`src/hdl/tbc_pkg.sv`:
```
`timescale 1ns / 1ps
// ----------------------------------------------------------------------------
// tbc_pkg: task barrier collector shared definitions
// Sizes, status codes and the result item packing.
// ----------------------------------------------------------------------------
package tbc_pkg;

  localparam int MAX_TASKS = 64;
  localparam int SLOT_W    = $clog2(MAX_TASKS);
  localparam int SIZE_W    = $clog2(MAX_TASKS + 1);

  localparam int IN_DATA_W  = 80;
  localparam int OUT_DATA_W = 64;

  typedef enum logic [2:0] {
    ST_OK       = 3'd0,
    ST_DUP      = 3'd1,
    ST_ZERO     = 3'd2,
    ST_MISMATCH = 3'd3,
    ST_RANGE    = 3'd4,
    ST_OVER     = 3'd5
  } status_t;

  // tdata: status[2:0], dest_rank[8:3], dest_port[24:9], dest_host[56:25]
  function automatic logic [OUT_DATA_W-1:0] pack_out(
    input status_t     status,
    input logic [5:0]  rank,
    input logic [15:0] port,
    input logic [31:0] host
  );
    logic [OUT_DATA_W-1:0] d;
    d = '0;
    d[2:0]   = status;
    d[8:3]   = rank;
    d[24:9]  = port;
    d[56:25] = host;
    return d;
  endfunction

endpackage

```
`src/hdl/task_barrier_collector_unit.sv`:
```
`timescale 1ns / 1ps
// ----------------------------------------------------------------------------
// task_barrier_collector_unit: barrier arrival collector
// Counts task arrivals per round and releases the whole group in rank order.
// ----------------------------------------------------------------------------
// Usage:
//   in_*  : one arrival item per handshake (rank, group size, port, host).
//   out_* : result items. An arrival that does not complete the round gives
//           one item (tuser 0, tlast 1) carrying its status. The arrival that
//           completes the round gives one release item per task (tuser 1),
//           ranks 0 upward, tlast on the final one.
//   An arrival is a read-modify-write of its slot in the slot memory: the
//   port/host read is registered, and the result is loaded into the output
//   register in the decide state once that register is free. Each release
//   item goes through a slot memory read, then an output load. in_tready is
//   high only while the sequencer is idle.
//   Reset clears the round size, the arrival count, the slot valid bits and
//   the output valid; no clearing pass is needed.
//   While the receiver stalls, the current result holds in the output
//   register and the sequencer waits for it to be taken.
// ----------------------------------------------------------------------------
module task_barrier_collector_unit
  import tbc_pkg::*;
(
  input  logic                  clk,
  input  logic                  rst_n,
  input  logic                  in_tvalid,
  output logic                  in_tready,
  // task_rank[15:0], group_size[31:16], reply_port[47:32], host_id[79:48]
  input  logic [IN_DATA_W-1:0]  in_tdata,
  output logic                  out_tvalid,
  input  logic                  out_tready,
  // status[2:0], dest_rank[8:3], dest_port[24:9], dest_host[56:25], zero fill
  output logic [OUT_DATA_W-1:0] out_tdata,
  // release_res[0]
  output logic                  out_tuser,
  output logic                  out_tlast
);

  typedef enum logic [1:0] {
    S_IDLE,
    S_DECIDE,
    S_REL_RD,
    S_REL_OUT
  } state_t;

  state_t                state_r, state_nxt;
  logic [15:0]           rank_r, rank_nxt;
  logic [15:0]           size_r, size_nxt;
  logic [15:0]           port_r, port_nxt;
  logic [31:0]           host_r, host_nxt;
  logic [SIZE_W-1:0]     round_size_r, round_size_nxt;
  logic [SIZE_W-1:0]     arrived_r, arrived_nxt;
  logic [MAX_TASKS-1:0]  written_r, written_nxt;
  logic [SLOT_W-1:0]     idx_r, idx_nxt;
  logic                  out_valid_r, out_valid_nxt;
  logic [OUT_DATA_W-1:0] out_data_r, out_data_nxt;
  logic                  out_user_r, out_user_nxt;
  logic                  out_last_r, out_last_nxt;

  logic [47:0]           slot_mem [0:MAX_TASKS-1];
  logic [47:0]           rd_data_r;
  logic [SLOT_W-1:0]     rd_addr;
  logic                  mem_we;
  logic                  out_free;

  assign in_tready  = (state_r == S_IDLE);
  assign out_tvalid = out_valid_r;
  assign out_tdata  = out_data_r;
  assign out_tuser  = out_user_r;
  assign out_tlast  = out_last_r;
  assign out_free   = !out_valid_r || out_tready;

  always_comb begin
    logic              opening;
    logic [SIZE_W-1:0] eff_size;
    logic [SIZE_W-1:0] cnt;
    logic              hit;
    logic              rel_last;
    logic [15:0]       rel_port;
    logic [31:0]       rel_host;
    status_t           st;

    state_nxt      = state_r;
    rank_nxt       = rank_r;
    size_nxt       = size_r;
    port_nxt       = port_r;
    host_nxt       = host_r;
    round_size_nxt = round_size_r;
    arrived_nxt    = arrived_r;
    written_nxt    = written_r;
    idx_nxt        = idx_r;
    out_valid_nxt  = out_valid_r && !out_tready;
    out_data_nxt   = out_data_r;
    out_user_nxt   = out_user_r;
    out_last_nxt   = out_last_r;
    mem_we         = 1'b0;
    rd_addr        = rank_r[SLOT_W-1:0];

    opening  = (round_size_r == '0);
    eff_size = opening ? size_r[SIZE_W-1:0] : round_size_r;
    cnt      = arrived_r;
    hit      = 1'b0;
    st       = ST_OK;
    rel_last = ({1'b0, idx_r} + SIZE_W'(1)) == round_size_r;
    rel_port = written_r[idx_r] ? rd_data_r[47:32] : 16'd0;
    rel_host = written_r[idx_r] ? rd_data_r[31:0]  : 32'd0;

    unique case (state_r)
      S_IDLE: begin
        rd_addr = in_tdata[SLOT_W-1:0];
        if (in_tvalid) begin
          rank_nxt  = in_tdata[15:0];
          size_nxt  = in_tdata[31:16];
          port_nxt  = in_tdata[47:32];
          host_nxt  = in_tdata[79:48];
          state_nxt = S_DECIDE;
        end
      end
      S_DECIDE: begin
        if (out_free) begin
          if (size_r == 16'd0) begin
            st = ST_ZERO;
          end else if (opening && size_r > 16'(MAX_TASKS)) begin
            st = ST_OVER;
          end else if (!opening && size_r != 16'(round_size_r)) begin
            st = ST_MISMATCH;
          end else begin
            if (opening) begin
              round_size_nxt = size_r[SIZE_W-1:0];
              arrived_nxt    = '0;
              written_nxt    = '0;
              cnt            = '0;
            end
            if (rank_r >= 16'(eff_size)) begin
              st = ST_RANGE;
            end else begin
              hit = !opening && written_r[rank_r[SLOT_W-1:0]] && (rd_data_r[47:32] != 16'd0);
              if (hit) begin
                st = ST_DUP;
              end else begin
                cnt = cnt + SIZE_W'(1);
              end
              arrived_nxt                       = cnt;
              written_nxt[rank_r[SLOT_W-1:0]]   = 1'b1;
              mem_we                            = 1'b1;
            end
          end
          if (st != ST_RANGE && st != ST_ZERO && st != ST_OVER && st != ST_MISMATCH
              && cnt == eff_size) begin
            idx_nxt   = '0;
            state_nxt = S_REL_RD;
          end else begin
            out_valid_nxt = 1'b1;
            out_data_nxt  = pack_out(st, 6'd0, 16'd0, 32'd0);
            out_user_nxt  = 1'b0;
            out_last_nxt  = 1'b1;
            state_nxt     = S_IDLE;
          end
        end
      end
      S_REL_RD: begin
        rd_addr   = idx_r;
        state_nxt = S_REL_OUT;
      end
      S_REL_OUT: begin
        rd_addr = idx_r;
        if (out_free) begin
          out_valid_nxt = 1'b1;
          out_data_nxt  = pack_out(ST_OK, 6'(idx_r), rel_port, rel_host);
          out_user_nxt  = 1'b1;
          out_last_nxt  = rel_last;
          if (rel_last) begin
            round_size_nxt = '0;
            arrived_nxt    = '0;
            written_nxt    = '0;
            state_nxt      = S_IDLE;
          end else begin
            idx_nxt   = idx_r + SLOT_W'(1);
            state_nxt = S_REL_RD;
          end
        end
      end
      default: state_nxt = S_IDLE;
    endcase
  end

  always_ff @(posedge clk) begin
    if (!rst_n) begin
      state_r      <= S_IDLE;
      round_size_r <= '0;
      arrived_r    <= '0;
      written_r    <= '0;
      idx_r        <= '0;
      out_valid_r  <= 1'b0;
    end else begin
      state_r      <= state_nxt;
      round_size_r <= round_size_nxt;
      arrived_r    <= arrived_nxt;
      written_r    <= written_nxt;
      idx_r        <= idx_nxt;
      out_valid_r  <= out_valid_nxt;
    end
    rank_r     <= rank_nxt;
    size_r     <= size_nxt;
    port_r     <= port_nxt;
    host_r     <= host_nxt;
    out_data_r <= out_data_nxt;
    out_user_r <= out_user_nxt;
    out_last_r <= out_last_nxt;
  end

  always_ff @(posedge clk) begin
    if (mem_we) begin
      slot_mem[rank_r[SLOT_W-1:0]] <= {port_r, host_r};
    end
    rd_data_r <= slot_mem[rd_addr];
  end

endmodule

```
`config.mk`:
```
export PLATFORM = sky130hd
export DESIGN_NAME = task_barrier_collector_unit
export DESIGN_NICKNAME = d
export VERILOG_FILES = /design/src/hdl/tbc_pkg.sv /design/src/hdl/task_barrier_collector_unit.sv
export SDC_FILE = /design/constraint.sdc
export NUM_CORES = 2
export LEC_CHECK = 0
export ABC_AREA = 1
export BUFFER_PORTS_ARGS = -buffer_cell sky130_fd_sc_hd__buf_2
export CAP_MARGIN = 20
export CORE_MARGIN = 4
export CORE_UTILIZATION = 53
export CTS_CLUSTER_SIZE = 12
export DETAILED_ROUTE_END_ITERATION = 10
export PLACE_DENSITY_LB_ADDON = 0.12
export SYNTH_ARGS = -nofsm -noshare
export SYNTH_HDL_FRONTEND = slang
export SYNTH_SLANG_ARGS = --single-unit
```
`constraint.sdc`:
```
create_clock -name clk -period 7.48 [get_ports clk]
set_clock_uncertainty 0.2 [all_clocks]
set_input_delay 0.748 -clock clk [delete_from_list [all_inputs] [get_ports clk]]
set_output_delay 0.748 -clock clk [all_outputs]
set_load 0.005 [all_outputs]
```
Word level (Yosys, flattened, before mapping). Memory sizes are Yosys's and may differ from the RTL's. A register that Yosys moved wholly into a read port is not among the register bits. Index checks and enable logic that the tools add are counted.

Add/sub/neg operators: 3. Order comparisons: 5. Eq/ne operators: 20. Multiplexer cells: 92. Bitwise gates (word level): 1. Reductions and logical operators: 25.

Operator list (count): $mux W64 (16); $pmux W64 S2 (2); $mux W7 (25); $or A64 B64 Y64 (1); $mux W32 (1); $pmux W7 S2 (2); $mux W6 (4); $pmux W6 S2 (2); $mux W1 (21); $ne A2 B2 Y1 const B (10); $mux W3 (6); $ge A16 B7 Y1 (1); $gt A16 B7 Y1 const B (1); $logic_not A16 Y1 (1); $mux W16 (1); $ne A16 B7 Y1 (1); $reduce_bool A16 Y1 (1); $eq A7 B7 Y1 (2); $lt A6 B7 Y1 const B (2); $bmux W1 S6 (2); $logic_and A1 B1 Y1 (10); $mux W2 (5); $pmux W2 S4 (1); $add A6 B1 Y7 const B (1); other kinds (20) (27).

Flip-flop bits (word level): 233. Memory bits (writable): 3072. Input port bits: 84. Output and inout port bits: 68. Logic and storage cells: 160. Memories: 1.

Memories: slot_mem (depth 64, bits a word 48, rd ports 1, clocked after Yosys merged registers in 1, write ports 1, RTL line task_barrier_collector_unit.sv:61) `logic [47:0] slot_mem [0:MAX_TASKS-1];`.

Longest topological paths before layout.
Word-level depth: 21. Mapped depth: 28. Mapped depth without buffers: 26.

Worst setup path after synthesis. OpenSTA, ideal clock, no wires.

Kind: reg2reg. Start: register round_size_r[0]. End: memory slot_mem[51][0] (enable). Library setup time: 513 ps. Data arrival time: 6153 ps. Required time: 6767 ps. Path slack: 615 ps. Cell stages (with the launch flop): 16. Buffers on the path: 4. Cell sequence: dfxtp_1 -> nor2_1 -> nand2_1 -> nor2_1 -> buf_2 -> clkbuf_1 -> a21oi_1 -> ha_1 -> a21oi_1 -> o21a_1 -> nand4_1 -> inv_1 -> clkbuf_1 -> nand2_1 -> clkbuf_1 -> nor3_1.

Word-level cells in the longest chain between the ends: 11.

Ends and longest elaborated chain: start, declared (RTL line task_barrier_collector_unit.sv:52) `logic [SIZE_W-1:0] round_size_r, round_size_nxt;`; start signal, assigned (RTL line task_barrier_collector_unit.sv:198) `round_size_r <= round_size_nxt;`; $logic_not A7 Y1 (RTL line task_barrier_collector_unit.sv:100) `opening = (round_size_r == '0);`; $mux W7; $ge A16 B7 Y1 (RTL line task_barrier_collector_unit.sv:135) `if (rank_r >= 16'(eff_size)) begin`; $mux W1 (RTL line task_barrier_collector_unit.sv:135); $mux W1 (RTL line task_barrier_collector_unit.sv:126) `end else if (!opening && size_r != 16'(round_size_r)) begin`; $mux W1 (*) (RTL line task_barrier_collector_unit.sv:124) `end else if (opening && size_r > 16'(MAX_TASKS)) begin`; $mux W1 (*) (RTL line task_barrier_collector_unit.sv:122) `if (size_r == 16'd0) begin`; $mux W1 (*) (RTL line task_barrier_collector_unit.sv:121) `if (out_free) begin`; $mux W1 (*) (RTL line task_barrier_collector_unit.sv:109) `unique case (state_r)`; $mux W1 (*) (RTL line task_barrier_collector_unit.sv:214) `if (mem_we) begin`; $mux W1 (implied by the code) (*) (RTL line task_barrier_collector_unit.sv:215) `slot_mem[rank_r[SLOT_W-1:0]] <= {port_r, host_r};`; end, declared (RTL line task_barrier_collector_unit.sv:61).

Every way passes the cells marked *; elsewhere a longest branch is shown, timed or not.

Final worst setup path.
Start: register round_size_r[6]. End: memory slot_mem[61][33] (enable).

The elaborated chain is that of the path after synthesis.

==> results.sh <==
export IMPL_path_cells="nor2_1, nand3_1, nor2_4, buf_4, a21oi_1, ha_1, a21oi_1, o21ai_0, nand2_1, nand4_1, inv_1, nand2_1, nor3_2, buf_4"
export IMPL_layout_drive_gt1_share_pct=8.33
export IMPL_min_period_over_period_pct=77.4
export IMPL_cap_violations=0
export IMPL_min_path_cells=4
export IMPL_hp_class="input port to flip-flop"
export IMPL_cts_sinks=3346
export IMPL_pwr_density_cell_nw_per_um2=285
export IMPL_synth_top_family_by_area="compound AO/OA/AOI/OAI gates"
export IMPL_drt_wl_total_mm=395
export IMPL_synthAdderAreaFrac_pct=0.0820
export IMPL_clk_path_buf_depth=4
export IMPL_grt_pass1_vias=82755
export IMPL_wl_per_cell_um=26.2
export IMPL_io_buffers=144
export IMPL_htree_levels=5
export IMPL_grt_overflow_total=0
export IMPL_die_w_um=517
export IMPL_synth_top_area_share_pct=70.2
export IMPL_arrival_ns=6.04
export IMPL_start_util_pct=53.3
export IMPL_wl_met1_mm=165
export IMPL_period_minus_slack_ns=5.79
export IMPL_numCtsBuffers=354
export IMPL_track_usage_pct=29.0
export IMPL_cts_tree="done"
export IMPL_grt_pass1_wl_mm=568
export IMPL_fmax_mhz=173
export IMPL_rr_worst_depth=14
export IMPL_ys_seq_elements=3346
export IMPL_p_leak_nw=55.5
export IMPL_wl_met3_mm=33.0
export IMPL_top_layer_used="met5"
export IMPL_rsz0062_at_grt="no"
export IMPL_root_buffer="clkbuf_16"
export IMPL_hold_buffers=82
export IMPL_finalSetupViolCount=0
export IMPL_firstDrtPassIters=6
export IMPL_layout_cells_non_filler=15044
export IMPL_synth_edf_count=3211
export IMPL_final_hold_violation_count=0
export IMPL_antenna_found_initial=17
export IMPL_yosysSeqAreaShare_pct=72.2
export IMPL_crit_start="round_size_r[6]$_SDFFE_PN0P_"
export IMPL_post_cts_buffers=0
export IMPL_area_delta_synth_final_pct=12.4
export IMPL_core_area_um2=257000
export IMPL_yosysMostFrequentCell="edfxtp_1"
export IMPL_crit_slowest_cell="buf_4"
export IMPL_die_h_um=517
export IMPL_required_ns=7.73
export IMPL_syn_avg_cell_area_um2=12.2
export IMPL_r2r_start="round_size_r[6]$_SDFFE_PN0P_"
export IMPL_dp_hpwl_mm=202
export IMPL_netlist_instances=11297
export IMPL_synth_area_leaders="edfxtp_1, inv_1, o211ai_1"
export IMPL_ys_flop_type="edfxtp_1"
export IMPL_synth_compound_area_share_pct=11.9
export IMPL_async_flop_share_pct=0
export IMPL_ios=152
export IMPL_detail_route_antenna_nets=0
export IMPL_vdd_drop_max_uv=195
export IMPL_netlist_area_um2=137000
export IMPL_nets=11494
export IMPL_cts_resized=0
export IMPL_met2_length_mm=183
export IMPL_crit_path_end_kind="flip-flop"
export IMPL_crit_fanout=73
export IMPL_critPathLaunchType="flip-flop"
export IMPL_clkLatencyLatePin_ns=0.89
export IMPL_outcome="complete, no violations"
export IMPL_critPathKind="flip-flop to flip-flop"
export IMPL_ys_types=42
export IMPL_initialDrtViolationCount=11269
export IMPL_tightestPinTransition_ns=1.22
export IMPL_min_from="out_tready"
export IMPL_path_clk_slew_ns=0.06
export IMPL_synth_simple_gate_area_share_pct=8.76
export IMPL_dp_cells=14346
export IMPL_fin_setup_tns_ns=0
export IMPL_vias=89134
export IMPL_post_route_util_pct=59.9
export IMPL_grt_max_degree=205
export IMPL_relSlewSlack_pct=18.7
export IMPL_yosysWarnings=0
export IMPL_drcViolationCount=0
export IMPL_globalplace_congestion=0.850
export IMPL_via_per_inst=5.92
export IMPL_synth_mux_area_share_pct=0
export IMPL_dieArea_um2=267000
export IMPL_slowest_delay_ns=0.79
export IMPL_synth_xor_area_share_pct=0.0766
export IMPL_drv_slew=0
export IMPL_yosysTopAreaCell="edfxtp_1"
export IMPL_rows=186
export IMPL_yosys_top_cells_count="edfxtp_1, inv_1, nand2_1, o21ai_0"
## through the flow
step                instance area [um2]  worst slack (ns)  power [mW]  hold WS, ns
floorplan                        137000             0.615        25.5        0.244
detailed placement               143000              1.61        27.8        0.257
CTS                              154000              1.61        44.1        0.127
global route                     154000              1.19        45.6        0.169
finish                           154000              1.69        43.9        0.177
global placement                 143000             0.890        27.7        0.252
## final timing paths
path / to / slack (ns)
worst min-delay path: out_tvalid$_SDFF_PN0_ / 0.18
worst max-delay path: slot_mem[61][33]$_DFFE_PP_ / 1.69
worst min register to register: written_r[6]$_SDFFE_PN0P_ / 0.26
worst max register to register: slot_mem[61][33]$_DFFE_PP_ / 1.69
## per-layer routing
layer	vias to the layer above	global-route usage (%)
met4	8	9.69
li1	40500	-
met2	4015	45.9
met1	43891	41.8
met5	-	0
met3	720	3.95
## power breakdown
part           internal, mW  leakage, nW  switching, mW
registers              20.9         30.0          0.255
clock network          9.38         5.21           7.04
logic                  1.70         20.3           4.70
## worst max-delay path, delay by kind of cell (launching register included)
family | cells | cell delay (ns)
AND/OR/NAND/NOR | 7 | 1.84
buffers and inverters | 3 | 1.89
AO/OA/AOI/OAI | 3 | 0.59
adder cells (fa/ha/maj) | 1 | 0.38
flip-flops | 1 | 0.37
## registers in the layout, indices dropped and copies added, names as in the netlist, 2 cells and up
register,flops
round_size_r,7
size_r,16
port_r,16
out_tdata,57
rank_r,16
slot_mem,3072
state_r,2
written_r,64
rd_data_r,48
idx_r,6
host_r,32
arrived_r,7
## cell families (layout without fill, tap and decap cells)
family | Yosys count | after routing
other | 1 | 11
buffers and inverters | 2482 | 2835
AOI/OAI and AO/OA | 2552 | 2552
and+or+nand+nor | 2895 | 2895
xor gates and xnor gates | 12 | 12
DFF | 3346 | 3346
adders and majority gates | 9 | 9
## placed cells by master, fill, tap and decap left out, drive strengths merged, types with 63 or more instances in the layout
cell type / instances
dlygate4sd3: 82
buf: 420
edfxtp: 3211
a21oi: 497
nand2: 1533
clkbuf: 498
nor2: 496
o311ai: 384
dfxtp: 135
o21ai: 809
nor3: 77
o211ai: 769
nand3: 771
o22ai: 63
clkinv: 103
inv: 1721
## final cells by class
type / count / area, um2
diodes: 4 / 10.0
fillers: 20040 / 103000
multi-input cells: 5475 / 29100
flip-flops and latches: 3346 / 99100
inverters: 1722 / 6490
clock inverters: 113 / 872
clock buffers: 498 / 9840
well taps: 3384 / 4230
repair buffers: 502 / 4630
(Power assumes the default switching activity.)
